==> src/hw/rtl/i2cee_pkg.sv <==
// Shared types and constants for the I2C EEPROM byte access master.
// Holds the phase encoding, configuration indexes and the per-tick result struct.
// No dependencies.
package i2cee_pkg;

    localparam int unsigned CfgIdxW  = 1;
    localparam int unsigned CfgDataW = 8;

    localparam logic [CfgIdxW-1:0] CFG_ACK_WAIT_LIMIT = 1'b0;
    localparam logic [CfgIdxW-1:0] CFG_DEVICE_ADDRESS = 1'b1;

    localparam logic [7:0] ACK_WAIT_LIMIT_RST = 8'd250;
    localparam logic [6:0] DEVICE_ADDRESS_RST = 7'd80;

    localparam logic [1:0] CMD_TICK  = 2'd0;
    localparam logic [1:0] CMD_WRITE = 2'd1;
    localparam logic [1:0] CMD_READ  = 2'd2;

    // Byte position within a transaction
    localparam logic [1:0] STAGE_DEVICE = 2'd0;
    localparam logic [1:0] STAGE_WORD   = 2'd1;
    localparam logic [1:0] STAGE_DATA   = 2'd2;

    localparam logic [2:0] LAST_BIT = 3'd7;

    typedef enum logic [4:0] {
        PH_IDLE        = 5'd0,
        PH_ST_SDA_HI   = 5'd1,
        PH_ST_SCL_HI   = 5'd2,
        PH_ST_SDA_LO   = 5'd3,
        PH_WB_SCL_LO   = 5'd4,
        PH_WB_SDA      = 5'd5,
        PH_WB_SCL_HI   = 5'd6,
        PH_WB_END_LO   = 5'd7,
        PH_WB_END_REL  = 5'd8,
        PH_ACK_HI      = 5'd9,
        PH_ACK_WAIT    = 5'd10,
        PH_RB_SCL_LO   = 5'd11,
        PH_RB_REL      = 5'd12,
        PH_RB_SCL_HI   = 5'd13,
        PH_RB_SAMPLE   = 5'd14,
        PH_NACK_HI     = 5'd15,
        PH_NACK_LO     = 5'd16,
        PH_STOP_SDA_LO = 5'd17,
        PH_STOP_SCL_HI = 5'd18,
        PH_STOP_SDA_HI = 5'd19
    } t_phase;

    typedef struct packed {
        logic       ack_missing;
        logic [7:0] read_data;
        logic       done_res;
        logic       busy_res;
        logic       sda_out;
        logic       scl_out;
    } t_result;

endpackage

==> src/hw/rtl/i2cee_ctrl.sv <==
// Bus sequencer: advances the I2C phase machine by one tick per accepted request
// and produces the pin levels and status for that tick. Uses i2cee_pkg.
module i2cee_ctrl (
    input  logic                                i_clk,
    input  logic                                i_rst_n,
    input  logic                                i_step,
    input  logic [1:0]                          i_command,
    input  logic [7:0]                          i_word_address,
    input  logic [7:0]                          i_write_data,
    input  logic                                i_sda_in,
    input  logic                                i_cfg_we,
    input  logic [i2cee_pkg::CfgIdxW-1:0]       i_cfg_idx,
    input  logic [i2cee_pkg::CfgDataW-1:0]      i_cfg_data,
    output i2cee_pkg::t_result                  o_result
);

    i2cee_pkg::t_phase r_phase, n_phase;
    logic [2:0] r_bit_index, n_bit_index;
    logic [7:0] r_shift, n_shift;
    logic [7:0] r_wait_count, n_wait_count;
    logic [7:0] r_held_address, n_held_address;
    logic [7:0] r_held_data, n_held_data;
    logic       r_is_read, n_is_read;
    logic       r_timeout, n_timeout;
    logic       r_scl, n_scl;
    logic       r_sda, n_sda;
    logic [1:0] r_stage, n_stage;
    logic [7:0] r_last_read, n_last_read;
    logic [7:0] r_ack_wait_limit;
    logic [6:0] r_device_address;
    logic       done;

    always_ff @(posedge i_clk) begin
        if (!i_rst_n) begin
            r_ack_wait_limit <= i2cee_pkg::ACK_WAIT_LIMIT_RST;
            r_device_address <= i2cee_pkg::DEVICE_ADDRESS_RST;
        end else if (i_cfg_we) begin
            unique case (i_cfg_idx)
                i2cee_pkg::CFG_ACK_WAIT_LIMIT: r_ack_wait_limit <= i_cfg_data;
                i2cee_pkg::CFG_DEVICE_ADDRESS: r_device_address <= i_cfg_data[6:0];
                default: ;
            endcase
        end
    end

    always_ff @(posedge i_clk) begin
        if (!i_rst_n) begin
            r_phase        <= i2cee_pkg::PH_IDLE;
            r_bit_index    <= '0;
            r_shift        <= '0;
            r_wait_count   <= '0;
            r_held_address <= '0;
            r_held_data    <= '0;
            r_is_read      <= 1'b0;
            r_timeout      <= 1'b0;
            r_scl          <= 1'b1;
            r_sda          <= 1'b1;
            r_stage        <= i2cee_pkg::STAGE_DEVICE;
            r_last_read    <= '0;
        end else if (i_step) begin
            r_phase        <= n_phase;
            r_bit_index    <= n_bit_index;
            r_shift        <= n_shift;
            r_wait_count   <= n_wait_count;
            r_held_address <= n_held_address;
            r_held_data    <= n_held_data;
            r_is_read      <= n_is_read;
            r_timeout      <= n_timeout;
            r_scl          <= n_scl;
            r_sda          <= n_sda;
            r_stage        <= n_stage;
            r_last_read    <= n_last_read;
        end
    end

    always_comb begin
        n_phase        = r_phase;
        n_bit_index    = r_bit_index;
        n_shift        = r_shift;
        n_wait_count   = r_wait_count;
        n_held_address = r_held_address;
        n_held_data    = r_held_data;
        n_is_read      = r_is_read;
        n_timeout      = r_timeout;
        n_scl          = r_scl;
        n_sda          = r_sda;
        n_stage        = r_stage;
        n_last_read    = r_last_read;
        done           = 1'b0;

        unique case (r_phase)
            i2cee_pkg::PH_IDLE: begin
                if (i_command == i2cee_pkg::CMD_WRITE || i_command == i2cee_pkg::CMD_READ) begin
                    n_held_address = i_word_address;
                    n_held_data    = i_write_data;
                    n_is_read      = (i_command == i2cee_pkg::CMD_READ);
                    n_timeout      = 1'b0;
                    n_stage        = i2cee_pkg::STAGE_DEVICE;
                    n_phase        = i2cee_pkg::PH_ST_SDA_HI;
                end
            end
            i2cee_pkg::PH_ST_SDA_HI: begin
                n_sda   = 1'b1;
                n_phase = i2cee_pkg::PH_ST_SCL_HI;
            end
            i2cee_pkg::PH_ST_SCL_HI: begin
                n_scl   = 1'b1;
                n_phase = i2cee_pkg::PH_ST_SDA_LO;
            end
            i2cee_pkg::PH_ST_SDA_LO: begin
                // Read bit set on the repeated start
                n_sda       = 1'b0;
                n_shift     = {r_device_address, (r_stage != i2cee_pkg::STAGE_DEVICE)};
                n_bit_index = '0;
                n_phase     = i2cee_pkg::PH_WB_SCL_LO;
            end
            i2cee_pkg::PH_WB_SCL_LO: begin
                n_scl   = 1'b0;
                n_phase = i2cee_pkg::PH_WB_SDA;
            end
            i2cee_pkg::PH_WB_SDA: begin
                n_sda   = r_shift[~r_bit_index];
                n_phase = i2cee_pkg::PH_WB_SCL_HI;
            end
            i2cee_pkg::PH_WB_SCL_HI: begin
                n_scl = 1'b1;
                if (r_bit_index == i2cee_pkg::LAST_BIT) begin
                    n_phase = i2cee_pkg::PH_WB_END_LO;
                end else begin
                    n_bit_index = r_bit_index + 3'd1;
                    n_phase     = i2cee_pkg::PH_WB_SCL_LO;
                end
            end
            i2cee_pkg::PH_WB_END_LO: begin
                n_scl   = 1'b0;
                n_phase = i2cee_pkg::PH_WB_END_REL;
            end
            i2cee_pkg::PH_WB_END_REL: begin
                n_sda   = 1'b1;
                n_phase = i2cee_pkg::PH_ACK_HI;
            end
            i2cee_pkg::PH_ACK_HI: begin
                n_scl        = 1'b1;
                n_wait_count = '0;
                n_phase      = i2cee_pkg::PH_ACK_WAIT;
            end
            i2cee_pkg::PH_ACK_WAIT: begin
                if (!i_sda_in || r_wait_count >= r_ack_wait_limit) begin
                    if (i_sda_in) begin
                        n_timeout = 1'b1;
                    end
                    n_scl = 1'b0;
                    case (r_stage)
                        i2cee_pkg::STAGE_DEVICE: begin
                            n_stage     = i2cee_pkg::STAGE_WORD;
                            n_shift     = r_held_address;
                            n_bit_index = '0;
                            n_phase     = i2cee_pkg::PH_WB_SCL_LO;
                        end
                        i2cee_pkg::STAGE_WORD: begin
                            n_stage = i2cee_pkg::STAGE_DATA;
                            if (r_is_read) begin
                                n_phase = i2cee_pkg::PH_ST_SDA_HI;
                            end else begin
                                n_shift     = r_held_data;
                                n_bit_index = '0;
                                n_phase     = i2cee_pkg::PH_WB_SCL_LO;
                            end
                        end
                        default: begin
                            n_phase = r_is_read ? i2cee_pkg::PH_RB_SCL_LO
                                                : i2cee_pkg::PH_STOP_SDA_LO;
                        end
                    endcase
                end else begin
                    n_wait_count = r_wait_count + 8'd1;
                end
            end
            i2cee_pkg::PH_RB_SCL_LO: begin
                n_scl   = 1'b0;
                n_phase = i2cee_pkg::PH_RB_REL;
            end
            i2cee_pkg::PH_RB_REL: begin
                n_sda       = 1'b1;
                n_shift     = '0;
                n_bit_index = '0;
                n_phase     = i2cee_pkg::PH_RB_SCL_HI;
            end
            i2cee_pkg::PH_RB_SCL_HI: begin
                n_scl   = 1'b1;
                n_phase = i2cee_pkg::PH_RB_SAMPLE;
            end
            i2cee_pkg::PH_RB_SAMPLE: begin
                n_shift = {r_shift[6:0], i_sda_in};
                n_scl   = 1'b0;
                if (r_bit_index == i2cee_pkg::LAST_BIT) begin
                    n_last_read = {r_shift[6:0], i_sda_in};
                    n_phase     = i2cee_pkg::PH_NACK_HI;
                end else begin
                    n_bit_index = r_bit_index + 3'd1;
                    n_phase     = i2cee_pkg::PH_RB_SCL_HI;
                end
            end
            i2cee_pkg::PH_NACK_HI: begin
                n_scl   = 1'b1;
                n_phase = i2cee_pkg::PH_NACK_LO;
            end
            i2cee_pkg::PH_NACK_LO: begin
                n_scl   = 1'b0;
                n_phase = i2cee_pkg::PH_STOP_SDA_LO;
            end
            i2cee_pkg::PH_STOP_SDA_LO: begin
                n_sda   = 1'b0;
                n_phase = i2cee_pkg::PH_STOP_SCL_HI;
            end
            i2cee_pkg::PH_STOP_SCL_HI: begin
                n_scl   = 1'b1;
                n_phase = i2cee_pkg::PH_STOP_SDA_HI;
            end
            i2cee_pkg::PH_STOP_SDA_HI: begin
                n_sda   = 1'b1;
                done    = 1'b1;
                n_phase = i2cee_pkg::PH_IDLE;
            end
            default: begin
                n_phase = i2cee_pkg::PH_IDLE;
            end
        endcase
    end

    always_comb begin
        o_result.scl_out     = n_scl;
        o_result.sda_out     = n_sda;
        o_result.busy_res    = (n_phase != i2cee_pkg::PH_IDLE);
        o_result.done_res    = done;
        o_result.read_data   = n_last_read;
        o_result.ack_missing = n_timeout;
    end

`ifndef SYNTHESIS
    // Stop completion always lands back in idle
    a_stop_to_idle: assert property (@(posedge i_clk) disable iff (!i_rst_n)
        (i_step && r_phase == i2cee_pkg::PH_STOP_SDA_HI) |=> (r_phase == i2cee_pkg::PH_IDLE))
        else $error("stop did not return to idle");

    // Bus is released whenever the sequencer is idle
    a_idle_released: assert property (@(posedge i_clk) disable iff (!i_rst_n)
        (r_phase == i2cee_pkg::PH_IDLE) |-> (r_scl && r_sda))
        else $error("bus not released while idle");

    // SCL is held high for the whole acknowledge wait
    a_ack_scl_high: assert property (@(posedge i_clk) disable iff (!i_rst_n)
        (r_phase == i2cee_pkg::PH_ACK_WAIT) |-> r_scl)
        else $error("SCL low during acknowledge wait");

    // Last sampled bit completes the read byte
    a_read_capture: assert property (@(posedge i_clk) disable iff (!i_rst_n)
        (i_step && r_phase == i2cee_pkg::PH_RB_SAMPLE && r_bit_index == i2cee_pkg::LAST_BIT)
        |=> (r_last_read == {$past(r_shift[6:0]), $past(i_sda_in)}))
        else $error("read byte not captured");
`endif

endmodule

==> src/hw/rtl/i2cee_out_buf.sv <==
// Output register with a skid stage for the per-tick result stream.
// Uses i2cee_pkg for the result struct.
module i2cee_out_buf (
    input  logic               i_clk,
    input  logic               i_rst_n,
    input  logic               i_valid,
    input  i2cee_pkg::t_result i_data,
    output logic               o_ready,
    output logic               o_valid,
    output i2cee_pkg::t_result o_data,
    input  logic               i_ready
);

    logic               r_out_valid;
    i2cee_pkg::t_result r_out;
    logic               r_skid_valid;
    i2cee_pkg::t_result r_skid;
    logic               out_free;

    assign out_free = !r_out_valid || i_ready;
    assign o_ready  = !r_skid_valid;
    assign o_valid  = r_out_valid;
    assign o_data   = r_out;

    always_ff @(posedge i_clk) begin
        if (!i_rst_n) begin
            r_out_valid  <= 1'b0;
            r_skid_valid <= 1'b0;
        end else if (out_free) begin
            // Drain the skid stage first; no request is taken while it is full
            if (r_skid_valid) begin
                r_out_valid  <= 1'b1;
                r_skid_valid <= 1'b0;
            end else begin
                r_out_valid <= i_valid;
            end
        end else if (i_valid) begin
            r_skid_valid <= 1'b1;
        end
    end

    always_ff @(posedge i_clk) begin
        if (out_free) begin
            r_out <= r_skid_valid ? r_skid : i_data;
        end else if (i_valid && !r_skid_valid) begin
            r_skid <= i_data;
        end
    end

endmodule

==> src/hw/rtl/i2c_eeprom_byte_access_master_core.sv <==
// I2C EEPROM byte access master: one bus tick per request, one result per request.
// Results are registered in the output stage, or held in the skid stage on a stall.
// Throughput: one request per cycle while the skid stage is empty. The phase machine
// resolves ticks combinationally; on a stall the skid stage holds one more request.
// Reset (synchronous, active low): idle, both lines released, registers at defaults.
// Depends on i2cee_pkg, i2cee_ctrl and i2cee_out_buf.
module i2c_eeprom_byte_access_master_core (
    input  logic                           i_clk,
    input  logic                           i_rst_n,
    input  logic                           i_s_axis_tvalid,
    output logic                           o_s_axis_tready,
    // [7:0] word_address, [15:8] write_data, [16] sda_in, [23:17] zero
    input  logic [23:0]                    i_s_axis_tdata,
    // [1:0] command
    input  logic [1:0]                     i_s_axis_tuser,
    output logic                           o_m_axis_tvalid,
    input  logic                           i_m_axis_tready,
    // [0] scl_out, [1] sda_out, [2] busy_res, [3] done_res, [11:4] read_data,
    // [12] ack_missing, [15:13] zero
    output logic [15:0]                    o_m_axis_tdata,
    input  logic                           i_cfg_we,
    input  logic [i2cee_pkg::CfgIdxW-1:0]  i_cfg_idx,
    input  logic [i2cee_pkg::CfgDataW-1:0] i_cfg_data
);

    logic               step;
    i2cee_pkg::t_result result;
    i2cee_pkg::t_result out_result;

    assign step = i_s_axis_tvalid && o_s_axis_tready;

    i2cee_ctrl u_ctrl (
        .i_clk          (i_clk),
        .i_rst_n        (i_rst_n),
        .i_step         (step),
        .i_command      (i_s_axis_tuser),
        .i_word_address (i_s_axis_tdata[7:0]),
        .i_write_data   (i_s_axis_tdata[15:8]),
        .i_sda_in       (i_s_axis_tdata[16]),
        .i_cfg_we       (i_cfg_we),
        .i_cfg_idx      (i_cfg_idx),
        .i_cfg_data     (i_cfg_data),
        .o_result       (result)
    );

    i2cee_out_buf u_out_buf (
        .i_clk   (i_clk),
        .i_rst_n (i_rst_n),
        .i_valid (step),
        .i_data  (result),
        .o_ready (o_s_axis_tready),
        .o_valid (o_m_axis_tvalid),
        .o_data  (out_result),
        .i_ready (i_m_axis_tready)
    );

    assign o_m_axis_tdata = {3'b000, out_result};

endmodule
==> config.mk <==
export PLATFORM = sky130hd
export DESIGN_NAME = i2c_eeprom_byte_access_master_core
export DESIGN_NICKNAME = d
export VERILOG_FILES = /design/src/hw/rtl/i2cee_pkg.sv /design/src/hw/rtl/i2cee_ctrl.sv /design/src/hw/rtl/i2cee_out_buf.sv /design/src/hw/rtl/i2c_eeprom_byte_access_master_core.sv
export SDC_FILE = /design/constraint.sdc
export NUM_CORES = 1
export LEC_CHECK = 0
export CAP_MARGIN = 20
export CELL_PAD_IN_SITES_DETAIL_PLACEMENT = 0
export CELL_PAD_IN_SITES_GLOBAL_PLACEMENT = 1
export CORE_MARGIN = 3
export CORE_UTILIZATION = 30
export CTS_CLUSTER_SIZE = 24
export DETAILED_ROUTE_END_ITERATION = 6
export DONT_BUFFER_PORTS = 1
export PLACE_DENSITY_LB_ADDON = 0.12
export SLEW_MARGIN = 5
export SYNTH_ARGS = -nofsm -noshare
export SYNTH_HDL_FRONTEND = slang
export SYNTH_SLANG_ARGS = --single-unit
==> constraint.sdc <==
create_clock -name i_clk -period 3.1 [get_ports i_clk]
set_input_delay 0.155 -clock i_clk [delete_from_list [all_inputs] [get_ports i_clk]]
set_output_delay 0.155 -clock i_clk [all_outputs]
set_load 0.005 [all_outputs]
==> results.cfg <==
[final_layout]
fin_nets = 603
seq_area_sq_um = 2200
diodes = 0
layout_commonest_cell = nand2_1
n_fill_cell = 1598
drive_above_1_share_pct = 11.2
finalInstanceArea_sq_um = 5570
multiInputGateArea_sq_um = 2350
areaGrowthSynthToFinish_pct = 16.7
final_cell_mix = nand2_1, dfxtp_1, a21oi_1

[detailed_routing]
drt_iter0_markers = 270
vias_per_cell = 4.96
num_vias = 3806
ant_nets = 0
firstDrtPassIters = 4
routedWlPerCell_microns = 15.6
drc = 0
routed_wl_mm = 12.0

[timing]
slew_viol_final = 0
finClkSkew_ps = 7.56
finalSetupTns_ps = 0
fmax_mhz = 398
tightest_slew_ps = 844
fin_crit_sh_pct = 81.1
hold_viol_final = 0
finalSetupViolations = 0
maxSlewHeadroom_pct = 43.7
rsz0062_at_grt = no
min_period_ps = 2510

[power_and_ir_drop]
p_per_area_nw_per_um2 = 504
power.leakage_uw = 0.00206
irDropWorstVdd_mv = 0.255

[global_route]
grt_first_pass_wirelength_mm = 19.3
grt_max_degree = 27
first_global_vias = 3666
grtUsageTotal_pct = 13.8
antenna_found_initial = 0
grt-ovfl-total = 0

[yosys]
async_flop_share_pct = 0
post-synth-top-area-cell = dfxtp_1
syn_area_sq_um = 4770
yosysWarnings = 0
synth_simple_gate_area_share_pct = 19.2
synth-seq-cells = 97
synth.mux.area_fraction_pct = 7.95
synth_xor_area_share_pct = 0.184
synth_ff_type = dfxtp_1
synth_edf_count = 26
netlist.area_leader.share_pct = 29.8
ys_seq_area_share_pct = 46.2
synth-compound-area-share_pct = 18.5
synth_top_family_by_area = simple AND/OR/NAND/NOR gates
synth_cells = 529
synth.avg_cell_area_sq_um = 9.02
synth.area.top_cells = dfxtp_1, edfxtp_1, nand2_1
synth_cell_types = 58
synthAdderAreaFrac_pct = 3.15

[placed_design]
place_area_sq_um = 4970
routabilityCongestion = 0.791
dp_hpwl_mm = 8.36
io_buffer_count = 0

[clock_tree]
cts_tree = built
cts_buffers = 9
cts.sinks = 97
cts_root_buf = clkbuf_16
htreeDepth = 3
clk_latency_ps = 350
path_clk_slew_ps = 70
clk_path_buf_depth = 2

[die]
die_area_sq_um = 17500
boundaryPins = 58
die_w_microns = 132
num_rows = 45
start_util_pct = 31.0
core_area_sq_um = 15400
die_y_microns = 132

[worst_setup_path]
rr_startpoint = u_ctrl.r_wait_count[1]
worst_ep_required_time_ps = 3390
cp-end-kind = flop
critPathLaunchType = flop
arrival_ps = 2800
worst-setup-path-type = reg -> reg
worstPathMaxFanout = 13
worstSetupStartpoint = u_ctrl.r_wait_count[1]

[worst_hold_path]
hold_path_class = in -> reg
worstHoldStart = i_cfg_we

[job]
max-cap-violations = 0

[outcome]
status = finished clean
==> sequential cells by signal (all words and copies together), names as in the netlist <==
register	cells
u_ctrl.r_held_address	8
u_ctrl.r_device_address	7
u_ctrl.r_scl	1
u_ctrl.r_wait_count	8
u_ctrl.r_stage	2
u_ctrl.r_timeout	1
u_ctrl.r_last_read	8
u_ctrl.r_ack_wait_limit	8
u_out_buf.r_skid_valid	1
u_ctrl.r_phase	5
u_out_buf.r_skid	13
u_out_buf.o_valid	1
u_ctrl.r_bit_index	3
u_ctrl.r_held_data	8
u_ctrl.r_is_read	1
u_ctrl.r_sda	1
u_ctrl.r_shift	8
u_out_buf.o_data	13
==> Yosys cell counts, types with 8 or more instances <==
| cell type | count |
|---|---|
| nand2_1 | 94 |
| edfxtp_1 | 26 |
| a311oi_1 | 9 |
| dfxtp_1 | 71 |
| nor2b_1 | 9 |
| a21oi_1 | 56 |
| o211ai_1 | 8 |
| o21ai_0 | 24 |
| nor2_1 | 31 |
| ha_1 | 12 |
| clkbuf_1 | 26 |
| nor3_1 | 17 |
| nand3_1 | 18 |
| mux2_2 | 19 |
| inv_1 | 16 |
| mux2i_1 | 12 |
| nand2b_1 | 8 |
==> critical path, cell delays in order (launching register included) <==
cell	delay (ps)
dfxtp_1	420
ha_1	280
nor2b_1	140
o211a_1	230
o311ai_4	460
a31oi_4	240
or4_1	540
a21oi_1	150
==> per-stage QoR <==
step / cells / util (%) / power, uW / hold slack (ps) / worst slack, ps
global placement: 719 / 32.4 / 1730 / 233 / 660
global route: 767 / 36.2 / 2940 / 20.5 / 413
floorplan: 531 / - / 1660 / 291 / 876
finish: 767 / 36.2 / 2810 / 26.9 / 587
CTS: 766 / 36.2 / 2850 / 9.04 / 557
detailed placement: 719 / 32.4 / 1730 / 233 / 579
==> layout make-up <==
cell class                 instances  area share, %
inverter                          16           1.08
clock buffer                       9           4.04
sequential                        97           39.5
clock inverter                     7          0.944
tap                              211           4.74
timing repair buffer              45           7.46
multi-input combinational        382           42.2
==> report_power, final <==
part           switching, uW  internal, uW
sequential              40.4          1370
clock                    515           549
combinational            193           137
==> per-layer routing <==
| metal | vias to the layer above | part of all wire, % | GRT usage (%) |
|---|---|---|---|
| li1 | 1938 | - | - |
| met4 | 0 | 0.66 | 2.86 |
| met3 | 6 | 4.6 | 3.97 |
| met5 | - | 0 | 0 |
| met1 | 1787 | 49 | 19.2 |
| met2 | 75 | 45 | 21.4 |
==> kinds of logic (layout without fill, tap and decap cells) <==
family,count (synthesis),after routing
and+or+nand+nor,199,199
AOI/OAI and AO/OA,134,134
DFF,97,97
buffers and inverters,52,77
muxes,33,33
adders and majority gates,12,12
other,1,3
xor gates and xnor gates,1,1
==> timing repair <==
item,4_1_cts,5_1_grt
endpoints found under the hold margin,41,0
hold buffers,31,0
resized for setup,0,0
buffers inserted,0,0
==> final timing paths <==
check	end	slack, ps	depth (start not counted)
hold reg to reg	u_ctrl.r_held_data[2]	450	2
hold / removal	u_ctrl.r_ack_wait_limit[0]	30	3
setup / recovery	u_ctrl.r_wait_count[7]	590	7
setup reg to reg	u_ctrl.r_wait_count[7]	590	7
No activity file was read; power rests on OpenSTA's default activity.
